### src/sv/cv2d_pkg.sv
// Shared types and constants for the 2-D convolution window block.
package cv2d_pkg;

   localparam int PIX_W      = 16;
   localparam int COEF_W     = 18;
   localparam int PROD_W     = PIX_W + COEF_W;
   localparam int CIDX_W     = 5;
   localparam int CSR_IDX_W  = 4;
   localparam int CSR_DATA_W = 9;
   localparam int FIFO_DEPTH = 8;
   localparam int FRAC_SHIFT = 15;
   localparam int ROUND_BIAS = 16384;
   localparam int PIX_MAX    = 32767;
   localparam int PIX_MIN    = -32768;

   localparam logic [CSR_IDX_W-1:0] CSR_IMAGE_WIDTH  = CSR_IDX_W'(0);
   localparam logic [CSR_IDX_W-1:0] CSR_IMAGE_HEIGHT = CSR_IDX_W'(1);
   localparam logic [CSR_IDX_W-1:0] CSR_KERNEL_ROWS  = CSR_IDX_W'(2);
   localparam logic [CSR_IDX_W-1:0] CSR_KERNEL_COLS  = CSR_IDX_W'(3);

   localparam logic REQ_PIXEL = 1'b0;
   localparam logic REQ_COEF  = 1'b1;

   typedef logic signed [PIX_W-1:0]  pix_type;
   typedef logic signed [COEF_W-1:0] coef_type;

   typedef struct packed {
      logic [7:0] out_row;
      logic [7:0] out_col;
      pix_type    out_value;
      logic       frame_last;
   } rsp_word_type;

endpackage

### src/sv/cv2d_out_fifo.sv
// Result queue between the arithmetic pipeline and the result channel.
module cv2d_out_fifo import cv2d_pkg::*; (
   input  logic         clock,
   input  logic         reset,
   input  logic         push,
   input  rsp_word_type push_word,
   input  logic         pop,
   output logic         head_valid,
   output rsp_word_type head_word
);

   localparam int PW = $clog2(FIFO_DEPTH);

   rsp_word_type        mem [FIFO_DEPTH];
   logic [PW-1:0]       wr_ff, wr_in, rd_ff, rd_in;
   logic [PW:0]         cnt_ff, cnt_in;

   always_comb begin
      wr_in  = push ? wr_ff + 1'b1 : wr_ff;
      rd_in  = pop ? rd_ff + 1'b1 : rd_ff;
      cnt_in = cnt_ff + (PW+1)'(push) - (PW+1)'(pop);
   end

   always_ff @(posedge clock) begin
      if (reset) begin
         wr_ff  <= '0;
         rd_ff  <= '0;
         cnt_ff <= '0;
      end else begin
         wr_ff  <= wr_in;
         rd_ff  <= rd_in;
         cnt_ff <= cnt_in;
      end
   end

   always_ff @(posedge clock) begin
      if (push) begin
         mem[wr_ff] <= push_word;
      end
   end

   assign head_valid = (cnt_ff != '0);
   assign head_word  = mem[rd_ff];

endmodule

### config.mk
export PLATFORM = sky130hd
export DESIGN_NAME = cv2d_out_fifo
export DESIGN_NICKNAME = d
export VERILOG_FILES = /design/src/sv/cv2d_pkg.sv /design/src/sv/cv2d_out_fifo.sv
export SDC_FILE = /design/constraint.sdc
export NUM_CORES = 1
export LEC_CHECK = 0
export BUFFER_PORTS_ARGS = -buffer_cell sky130_fd_sc_hd__buf_2
export CAP_MARGIN = 20
export CORE_ASPECT_RATIO = 0.8
export CORE_MARGIN = 2
export CORE_UTILIZATION = 25
export CTS_CLUSTER_DIAMETER = 120
export DETAILED_ROUTE_END_ITERATION = 12
export PLACE_DENSITY = 0.51
export SYNTH_ARGS = -nofsm -noshare
export SYNTH_HDL_FRONTEND = slang
export SYNTH_SLANG_ARGS = --single-unit
### constraint.sdc
create_clock -name clock -period 3.61 [get_ports clock]
set_input_delay 0.1805 -clock clock [delete_from_list [all_inputs] [get_ports clock]]
set_output_delay 0.1805 -clock clock [all_outputs]
set_load 0.01 [all_outputs]
After elaboration in Yosys (flattened, before gate mapping)
Memories as Yosys holds them, arrays and structs flattened. A register that Yosys moved wholly into a read port is not among the register bits.
Cells that the tools add are included.

cells by class
  add/subtract/negate cells = 4
  muxes and demuxes = 4
  reductions and logical operators = 1

operators by type and width
  kind                                                            number
  3-bit by 1-bit adder with 3-bit output (second input constant)  2
  3-bit 2-to-1 mux                                                2
  4-bit by 1-bit adder with 4-bit output                          1
  4-bit nonzero test                                              1
  4-bit by 1-bit subtractor with 4-bit output                     1
  1-bit 2-to-1 mux                                                2

storage, ports and cells
  flip-flop bits (word level) = 10
  RAM bits = 264
  input port bits = 37
  output and inout bits = 34
  memories kept = 1

memories
  name  depth  bits a word  read ports  clocked after Yosys merged registers in  wr ports  RTL line             source
  mem   8      33           1           1                                        1         cv2d_out_fifo.sv:14  rsp_word_type mem [FIFO_DEPTH];

Logic depth before layout (Yosys ltp)
  depth in word-level cells = 3
  mapped depth = 8
  mapped depth without buffers = 8

Worst setup path before layout
OpenSTA, ideal clock, no wires.

  path type = reg2reg
  from = reg wr_ff[2]
  to = mem mem[0][0] (netlist name) (enable)
  arrival time = 2.768 ns
  path slack = 0.378 ns
  stages on the path, launching flop included = 3
  clock period less this slack = 3.232 ns
  cells stage by stage = dfxtp_1 -> nand2b_1 -> nor3_1

RTL lines
  element                 RTL line             source
  from (decl)             cv2d_out_fifo.sv:15  logic [PW-1:0] wr_ff, wr_in, rd_ff, rd_in;
  from (signal assigned)  cv2d_out_fifo.sv:30  wr_ff <= wr_in;
  to (decl)               cv2d_out_fifo.sv:14

Straight into the memory's write port.

==> flow_summary.json <==
{
  "io_buffers": 70,
  "cp_num_buf_inv": 2,
  "clock-root-buffer": "clkbuf_16",
  "slew_viol_final": 0,
  "max_slew_margin_pct": 31.45,
  "ys_seq_area_share_pct": 77.67,
  "synth_top_area_share_pct": 75.20,
  "critPathLaunchType": "register",
  "routed_wl_um": 22480,
  "viasPerCell": 4.199,
  "status": "complete, no violations",
  "finish.net_count": 626,
  "reg2reg_from": "wr_ff[0]$_SDFFE_PP0P_",
  "clockBufferDepth": 3,
  "irDropWorstVdd_mv": 0.3237,
  "cts_sinks": 277,
  "chipWidth_um": 233.6,
  "drc": 0,
  "die_area_sq_mm": 0.04383,
  "numCtsBuffers": 30,
  "path_class": "reg2out",
  "tritoncts": "built",
  "synth_edf_count": 264,
  "cts.clk_slew.worst_paths_ns": 0.06,
  "grt_pass1_vias": 5446,
  "ant_nets": 0,
  "synthFlopType": "edfxtp_1",
  "setup_viol_count_final": 0,
  "ctsResizeCount": 0,
  "start_util_pct": 25.25,
  "cp_slowest_cell": "dfxtp_4",
  "drv_cap": 0,
  "synthTopCellsByArea": "edfxtp_1 (75%), mux4_2 (13%), mux2_2 (3.5%), dfxtp_1 (2.5%), mux4_1 (1.7%)",
  "row_count": 67,
  "async_flop_share_pct": 0,
  "netlist_area_sq_mm": 0.01054,
  "dr.pass1.iters": 4,
  "rsz0062_at_grt": "no",
  "required_ns": 3.43,
  "reg2reg_depth": 3,
  "wire_per_inst_um": 19.41,
  "dr_total_vias": 4863,
  "syn2layout_area_growth_pct": 22.79,
  "avgSynthCellArea_sq_um": 23.48,
  "hold_path_depth": 3,
  "yosys_warnings": 0,
  "yosys-top-cells-count": "edfxtp_1 (264), mux4_2 (59), mux2_2 (33)",
  "rrSetupSlack_ns": 1.63,
  "drt_iter0_markers": 231,
  "crit_path_cell_trace": "buf_4, mux4_1, mux2_2, buf_2",
  "die_h_um": 187.7,
  "synth_nets": 494,
  "grt_overflow": 0,
  "reg2reg_to": "mem[3][3]$_DFFE_PP_",
  "max_freq_mhz": 344.2,
  "crit_fanout": 36,
  "yosysUniqueCellTypes": 25,
  "yosysTopAreaCell": "edfxtp_1",
  "place_congestion": 0.6877,
  "leakage_nw": 4.116,
  "htree_levels": 1,
  "io_pins": 71,
  "drive_above_1_share_pct": 38.02,
  "cp_top_family": "flip-flops",
  "dp_hpwl_um": 13020,
  "max_stage_delay_ns": 0.85,
  "holdCritStartpoint": "push",
  "synth_most_common_cell": "edfxtp_1",
  "finClkSkew_ns": 0.01499,
  "pwr_density_cell_mw_per_mm2": 557.7,
  "antenna_found_initial": 1,
  "hold_end": "wr_ff[0]$_SDFFE_PP0P_",
  "synth-seq-cells": 277,
  "place_area_sq_mm": 0.01164,
  "core_sq_mm": 0.04175,
  "grt_util_all_layers_pct": 10.29,
  "worst_setup_path_end_kind": "output pin",
  "cp.arrival_ns": 2.73,
  "design_area_sq_mm": 0.01294,
  "finalSetupTns_ns": 0,
  "syn_inst": 449,
  "layout.area.seq_sq_mm": 0.008197,
  "clk-insertion-delay-late_ns": 0.55,
  "hold_class": "in2reg",
  "multi_input_area_sq_mm": 0.002256,
  "grt_max_degree": 67,
  "grt_pass1_wl_um": 33730,
  "fillers": 4011,
  "fin_crit_sh_pct": 80.49,
  "fin_crit_ns": 2.906,
  "hold_violations": 0,
  "max_slew.worst_pin.slew_ns": 1.028
}
## metal layers
| metal | global-route usage, % | wire [um] | up-vias |
|---|---|---|---|
| met2 | 17.31 | 10890 | 98 |
| met1 | 13.56 | 10160 | 2581 |
| met3 | 1.825 | 815 | 41 |
| met5 | 0 | 0 | - |
| li1 | - | - | 2143 |
| met4 | 3.067 | 618 | 0 |
## cells in the final DEF, fill, tap and decap left out, types with 2 or more instances in the layout
cell           instances
buf_4                 13
xnor2_1                2
nand3_1                2
edfxtp_1             264
xor2_1                 3
mux4_1                 7
nand2_1                4
dlygate4sd3_1         35
mux4_2                59
nor3_2                 2
ha_1                   7
clkinv_2               3
clkinv_1               7
bufinv_16              2
inv_1                  7
mux2i_1                2
buf_2                 70
dfxtp_4                2
nor2_1                10
clkbuf_16             30
a21oi_1                2
clkbuf_1               7
nor2_4                 6
clkbuf_8               2
mux2_2                33
nand2b_1               4
dfxtp_1               10
clkinvlp_4             3
## worst register-to-register path: stages (launching register included)
cell,delay (ns)
dfxtp_1,0.47
nand2_1,0.19
nor2_4,0.50
buf_4,0.46
## cell families after synthesis
logic type / Yosys count / synth area share (%)
multiplexers: 101 / 18.07
AND/OR/NAND/NOR: 29 / 1.199
adder cells (fa/ha/maj): 8 / 1.021
flip-flops: 277 / 77.67
XOR/XNOR: 5 / 0.4155
buffers and inverters: 26 / 1.448
AO/OA/AOI/OAI: 3 / 0.1781
## how the worst max path moves through the flow
stage	slack, ns	cells past startpoint	end
CTS	0.57	4	head_word[27]
detailed placement	1.15	4	head_word[27]
global route	0.52	4	head_word[27]
finish	0.70	4	head_word[27]
floorplan	0.38	2	mem[0][0]$_DFFE_PP_
global placement	1.20	4	head_word[25]
## registers in the layout (all words and copies together) (netlist names), named ones only
signal	count
wr_ff	3
rd_ff	3
mem	264
cnt_ff	4
## through the flow
stage | cells | util (%) | hold slack [ns] | total power (W) | setup slack (ns)
after CTS | 1157 | 31.00 | 0.01880 | 0.007328 | 0.5728
after floorplan | 449 | - | 0.2794 | 0.004122 | 0.3781
after detailed placement | 1066 | 27.88 | 0.4503 | 0.004379 | 1.152
final | 1158 | 31.00 | 0.04761 | 0.007218 | 0.7044
after global routing | 1158 | 31.00 | 0.04232 | 0.007496 | 0.5196
after global placement | 1066 | 27.88 | 0.4370 | 0.004346 | 1.201
## cell type report
cell class,count,area share [%]
antenna,1,0.01933
clock buffer,39,6.216
clock inverter,17,1.150
inverter,7,0.2030
multi-input combinational,146,17.43
sequential,277,63.33
tap,552,5.336
timing repair buffer,119,6.322
## power by group
group	switching (W)	internal [W]
sequential	0.0000677	0.00362
combinational	0.000312	0.000320
clock	0.00119	0.00171
total	0.00157	0.00565
## timing repair
item	in CTS	in global routing
setup buffers	0	0
setup endpoints to repair	0	0
endpoints found under the hold margin	276	0
hold buffers	35	0
Note: power is estimated with default switching activity, not from simulation.
