### src/sv/cv2d_pkg.sv
// Shared types and constants for the 2-D convolution window block.
package cv2d_pkg;

   localparam int PIX_W      = 16;
   localparam int COEF_W     = 18;
   localparam int PROD_W     = PIX_W + COEF_W;
   localparam int CIDX_W     = 5;
   localparam int CSR_IDX_W  = 4;
   localparam int CSR_DATA_W = 9;
   localparam int FIFO_DEPTH = 8;
   localparam int FRAC_SHIFT = 15;
   localparam int ROUND_BIAS = 16384;
   localparam int PIX_MAX    = 32767;
   localparam int PIX_MIN    = -32768;

   localparam logic [CSR_IDX_W-1:0] CSR_IMAGE_WIDTH  = CSR_IDX_W'(0);
   localparam logic [CSR_IDX_W-1:0] CSR_IMAGE_HEIGHT = CSR_IDX_W'(1);
   localparam logic [CSR_IDX_W-1:0] CSR_KERNEL_ROWS  = CSR_IDX_W'(2);
   localparam logic [CSR_IDX_W-1:0] CSR_KERNEL_COLS  = CSR_IDX_W'(3);

   localparam logic REQ_PIXEL = 1'b0;
   localparam logic REQ_COEF  = 1'b1;

   typedef logic signed [PIX_W-1:0]  pix_type;
   typedef logic signed [COEF_W-1:0] coef_type;

   typedef struct packed {
      logic [7:0] out_row;
      logic [7:0] out_col;
      pix_type    out_value;
      logic       frame_last;
   } rsp_word_type;

endpackage

### src/sv/cv2d_cell.sv
// Window column cell: holds one column, shifts it left, multiplies by its taps, sums.
module cv2d_cell import cv2d_pkg::*; #(
   parameter int MAX_KERNEL = 5,
   localparam int CSUM_W = PROD_W + $clog2(MAX_KERNEL)
) (
   input  logic                     clock,
   input  logic                     reset,
   input  logic                     shift_en,
   input  pix_type                  col_in   [MAX_KERNEL],
   input  coef_type                 coef_col [MAX_KERNEL],
   output pix_type                  col_out  [MAX_KERNEL],
   output logic signed [CSUM_W-1:0] col_sum
);

   pix_type                  pix_ff  [MAX_KERNEL];
   logic signed [PROD_W-1:0] prod_ff [MAX_KERNEL];
   logic signed [CSUM_W-1:0] sum_in;
   logic signed [CSUM_W-1:0] sum_ff;

   always_ff @(posedge clock) begin
      if (reset) begin
         for (int i = 0; i < MAX_KERNEL; i++) begin
            pix_ff[i] <= '0;
         end
      end else if (shift_en) begin
         pix_ff <= col_in;
      end
   end

   // a zero tap gives zero whatever the pixel holds
   always_ff @(posedge clock) begin
      for (int i = 0; i < MAX_KERNEL; i++) begin
         if (coef_col[i] == '0) begin
            prod_ff[i] <= '0;
         end else begin
            prod_ff[i] <= pix_ff[i] * coef_col[i];
         end
      end
      sum_ff <= sum_in;
   end

   always_comb begin
      sum_in = '0;
      for (int i = 0; i < MAX_KERNEL; i++) begin
         sum_in = sum_in + CSUM_W'(prod_ff[i]);
      end
   end

   assign col_out = pix_ff;
   assign col_sum = sum_ff;

endmodule

### config.mk
export PLATFORM = sky130hd
export DESIGN_NAME = cv2d_cell
export DESIGN_NICKNAME = d
export VERILOG_FILES = /design/src/sv/cv2d_pkg.sv /design/src/sv/cv2d_cell.sv
export SDC_FILE = /design/constraint.sdc
export NUM_CORES = 2
export LEC_CHECK = 0
export BUFFER_PORTS_ARGS = -buffer_cell sky130_fd_sc_hd__buf_2
export CORE_MARGIN = 2
export CORE_UTILIZATION = 35
export CTS_BUF_LIST = sky130_fd_sc_hd__clkbuf_16
export DETAILED_ROUTE_END_ITERATION = 16
export PLACE_DENSITY = 0.56
export SLEW_MARGIN = 20
export SYNTH_ARGS = -nofsm -noshare
export SYNTH_HDL_FRONTEND = slang
export SYNTH_SLANG_ARGS = --single-unit
### constraint.sdc
create_clock -name clock -period 8.01 [get_ports clock]
set_clock_uncertainty 0.05 [all_clocks]
set_input_delay 1.2015 -clock clock [delete_from_list [all_inputs] [get_ports clock]]
set_output_delay 1.2015 -clock clock [all_outputs]
set_load 0.02 [all_outputs]
---- Yosys cells after proc, flatten, opt, wreduce, memory -nomap -nowiden ----
Memory sizes are Yosys's and may differ from the RTL's.
Index checks and enable logic that the tools add are counted.
storage, ports and cells
  register bits ........................... 117
  RAM bits ................................ 170
  input port bits ......................... 173
  output and inout bits ................... 117
  word-level logic and storage cells ...... 46
  memories kept ........................... 1
memory list
  memory   depth  width  read ports  clocked after Yosys merged registers in  write ports  RTL line         text
  prod_ff  5      34     5           0                                        5            cv2d_cell.sv:16  logic signed [PROD_W-1:0] prod_ff [MAX_KERNEL];
cells by class
  add/subtract/negate cells ............... 4
  multiply operators ...................... 5
  muxes and demuxes ....................... 20
  bitwise logic cells ..................... 5
  reductions and logical operators ........ 5
operators with widths
  operator                                        number
  16-bit by 18-bit multiplier with 34-bit output  5
  34-bit two-way mux                              5
  18-bit logical NOT                              5
  36-bit by 34-bit adder with 37-bit output       1
  37-bit by 34-bit adder with 37-bit output       1
  35-bit by 34-bit adder with 36-bit output       1
  34-bit by 34-bit adder with 35-bit output       1
  1-bit two-way mux                               15
  1-bit bitwise OR                                5

---- Longest topological paths before layout ----
  depth in word-level cells ............... 4
  mapped depth ............................ 25
  depth with buffers taken out ............ 24

---- Worst setup path after synthesis ----
Ideal clock, no wire load.
  path type ............................... in2reg
  start point ............................. input coef_col[17] in the netlist's numbering
  end point ............................... memory prod_ff[4][31] in the netlist's numbering
  library setup time ...................... 0.127 ns
  arrival time ............................ 6.946 ns
  data required time ...................... 7.833 ns
  setup slack ............................. 0.887 ns
  cell stages on the path ................. 20
  buffers on the path ..................... 2
  path through ............................ clkbuf_1 clkbuf_1 nand2_1 inv_1 fa_1 fa_1 fa_1 fa_1 fa_1 inv_1 fa_1 inv_1 ha_1 a21oi_1 o21a_1 nand3_1 o31ai_1 o21ai_1 and3_1 or3_1
RTL lines
  element             RTL line         text
  start: declaration  cv2d_cell.sv:10  input coef_type coef_col [MAX_KERNEL],
  end: declaration    cv2d_cell.sv:16

==> reports/summary.md <==
The tools report the post-CTS resize count as 0. Summing internal, switching and leakage power gives 0.03061 W. The first detailed-routing pass took 5 iterations. The first-pass GRT wire length was 293,200 um; the routed length per placed instance was 18.53 um. The clock net in this run drives a total of 287 sinks. Once routing completed, OpenROAD measured the worst setup slack at 1.052 ns. The floorplan has 158 rows.

Port buffering added 289 buffers. The cell with the biggest individual delay on the critical path was dfxtp_1. The setup violation total in the final timing report is 0, and the CTS H-tree depth is 2. Number of storage elements in the synthesis netlist: 287.

The worst setup path is captured at a register. The total core area is 185,800 sq um. The startpoint type of the worst setup path was a register. Yosys printed 0 warnings. At the end of the flow, the number of nets in the layout was 9,325. On the worst path, the slowest cell contributes a delay of 0.94 ns.

The layout has 18,797 filler cells. The worst setup path is of the reg -> reg kind. In the final layout, the multi-input gates occupy 52,870 sq um. The detailed router finished its first iteration with 2,068 violations. Max-cap violations in this run came to 0. For the via count of the first global-routing pass, the log shows 51,839. The most common cell in the synthesized netlist was inv_1. For the number of routed nets with antenna violations, the log shows 0. Worst-path maximum fanout: 20. Total global routing track utilization: 0.1954. Global routing finished with a remaining overflow of 0. Required time at the endpoint of the critical path: 8.51 ns. The worst path needs 6.958 ns of the cycle, external delays included. The portion of the clock cycle consumed by the worst path in the final layout is 0.8686. Summed over all nets, the half-perimeter wirelength after detailed placement is 150,400 um.

The die is 437.0 um wide. Buffers plus inverters on the worst setup path: 3. Counting instances in the post-synthesis netlist gives the leading cell types as 1,613 x inv_1, 1,554 x fa_1, 763 x nand2_1, 672 x and2_1, 467 x ha_1. The async set-reset flop share out of synthesis works out to 0. Ranked by total cell area, the synthesized netlist is headed by fa_1 47%, inv_1 9.2%, ha_1 8.9%. The area growth from synthesis to layout is 8.531%. Cell seen most often among critical-path stages: fa_1. For the pin with the worst max-slew slack, the measured transition is 1.024 ns. The worst hold path belongs to the class reg -> reg. In this run, distinct cell masters in the synthesized netlist total 87. Entering global routing, the biggest net connects 50 pins. The worst-case IR drop observed on VDD is 0.0007981 V. Cell area after synthesis: 65,620 sq um. The worst setup slack after placement was 0.4982 ns; the total leakage power was 36.08 nW. For this design the top-level I/O count stands at 290. The effective utilization at floorplan is 0.3531. In this run the post-CTS setup repair buffer count came out at 0.

For the number of failing hold endpoints at the final stage, the log shows 0. The run finished with clean final reports. Summed over all instances, the cell type with the most area after synthesis is fa_1.

The buffer cell driving the clock tree root was clkbuf_16. Summing all flip-flop and latch instances after layout gives 5746 sq um. For the post-route core utilization, the log shows 0.3832. Walking the worst path, the cells encountered are nand2_1 -> inv_1 -> fa_1 -> fa_1 -> fa_1 -> fa_1 -> fa_1 -> inv_1 -> fa_1 -> inv_1 -> ha_1 -> a21o_1 -> a21o_1 -> a2111oi_0 -> o21bai_1 -> a221oi_2 -> o211ai_1 -> nand3_1 -> a211oi_1 -> a31o_1. The tools report the worst-case register-to-register setup slack as 1.05 ns. The tools report the sequential area share after synthesis as 0.08756. Broken down by cell family, the worst path's largest delay share belongs to adder cells. The achievable frequency is 0.1437 GHz, and the count of flip-flops with a built-in enable after synthesis is 0. Via count normalized by instance count: 4.793. At the end of routability-driven placement, the weighted congestion stood at 0.8802. The clock edge transition at the registers on the reported setup and hold paths was 0.06 ns; the number of antenna violations at the first check in global routing was 3. The post-synth net total was 9,193.

For the worst setup path, the data arrival time is 7.46 ns. The layout cell share with drive strength beyond 1 came out at 0.06393. The largest buffer count on any clock path came out at 3. The clock latency at the later pin of the worst-skew pair is 0.67 ns. A synthesized cell averages 9.375 sq um. The CTS buffer count came out at 42.

The power per unit of standard cell area was 429.8 nW/um^2; the detailed-route via count was 46,239. In this run, post-CTS hold repair placed 0 buffers. The logs give 0.3162 for the worst-case headroom to the max-slew limit and 0 for the number of remaining DRC errors. The die boundary height is 437.0 um.

The share of Yosys cell area claimed by the top area cell type works out to 0.4741. Setup repair after global routing left no endpoint under its margin. The area enclosed by the die boundary was 191,000 sq um. For the final sum of negative setup slack, the log shows 0 ns.

Synthesized instance count: 6,999. The run gives 0 as the number of pins with negative max-slew slack in the final report. Primary flip-flop cell chosen by synthesis mapping: dfxtp_1. After detailed routing, the total wire length is 178,700 um. TritonCTS built the clock tree.
[routing by layer]
metal,routed length [um],share of wire,track usage
met1,75750,0.42,0.2555
met2,87340,0.49,0.3340
met3,8071,0.045,0.01916
met4,7562,0.042,0.07330
met5,13,0.000073,0
[final timing paths]
kind | start | endpoint | cells past startpoint
worst max-delay path | col_out[49] | prod_ff[1][31] | 20
worst min-delay path | prod_ff[0][0] | col_sum[0] | 1
worst max register to register | col_out[49] | prod_ff[1][31] | 20
worst min register to register | prod_ff[0][0] | col_sum[0] | 1
[flip-flops by register name (all words and copies together), names as in the netlist]
signal	count
col_out	80
col_sum	37
prod_ff	170
[metrics by stage]
step | cells | hold slack [ns] | instance area, sq um
detailed placement | 9567 | 0.4848 | 69700
floorplan | 6999 | 0.3824 | 65620
global placement | 9567 | 0.5160 | 69700
global route | 9645 | 0.4940 | 71210
finish | 9648 | 0.5056 | 71220
CTS | 9644 | 0.5132 | 71210
[worst register-to-register path: stages, from the launching register on]
cell	delay, ns
dfxtp_1	0.94
nand2_1	0.24
inv_1	0.19
fa_1	0.55
fa_1	0.57
fa_1	0.44
fa_1	0.51
fa_1	0.49
inv_1	0.05
fa_1	0.47
inv_1	0.04
ha_1	0.35
a21o_1	0.20
a21o_1	0.18
a2111oi_0	0.46
o21bai_1	0.17
a221oi_2	0.41
o211ai_1	0.17
nand3_1	0.13
a211oi_1	0.08
a31o_1	0.20
[cells in the final DEF, fill, tap and decap left out, drive strengths merged, types with 23 or more instances in the layout]
cell	count
inv	1622
buf	351
o21a	29
nor2b	44
a21oi	140
clkbuf	42
xnor2	136
nand2b	49
mux2i	86
ha	467
xor2	60
nand2	763
nor4	23
a21o	67
a211oi	23
nor2	345
and2	672
nand3	35
nor3	36
dfxtp	287
o21ai	95
fa	1554
[power breakdown]
part	internal, W	switching [W]	total [W]
clock network	0.00123	0.000803	0.00203
registers	0.00235	0.000708	0.00306
logic	0.0104	0.0151	0.0255
[cells by family (layout without fill, tap and decap cells)]
| kind of cell | after synthesis | after routing | share of synthesized area |
|---|---|---|---|
| and+or+nand+nor | 2052 | 2052 | 0.1537 |
| adders and majority gates | 2021 | 2021 | 0.5632 |
| buffers and inverters | 1876 | 2041 | 0.1074 |
| AOI/OAI and AO/OA | 478 | 478 | 0.04845 |
| DFF | 287 | 287 | 0.08756 |
| xor gates and xnor gates | 196 | 196 | 0.02616 |
| muxes | 89 | 89 | 0.01363 |
| other | 0 | 4 | 0 |
[layout make-up]
class,count,area share
Clock buffer,42,0.01476
Multi-Input combinational cell,4836,0.7423
Timing Repair Buffer,351,0.02714
Sequential cell,287,0.08068
Clock inverter,35,0.006342
Inverter,1613,0.08502
Antenna cell,4,0.0001406
Tap cell,2480,0.04357
(Power assumes the default switching activity.)
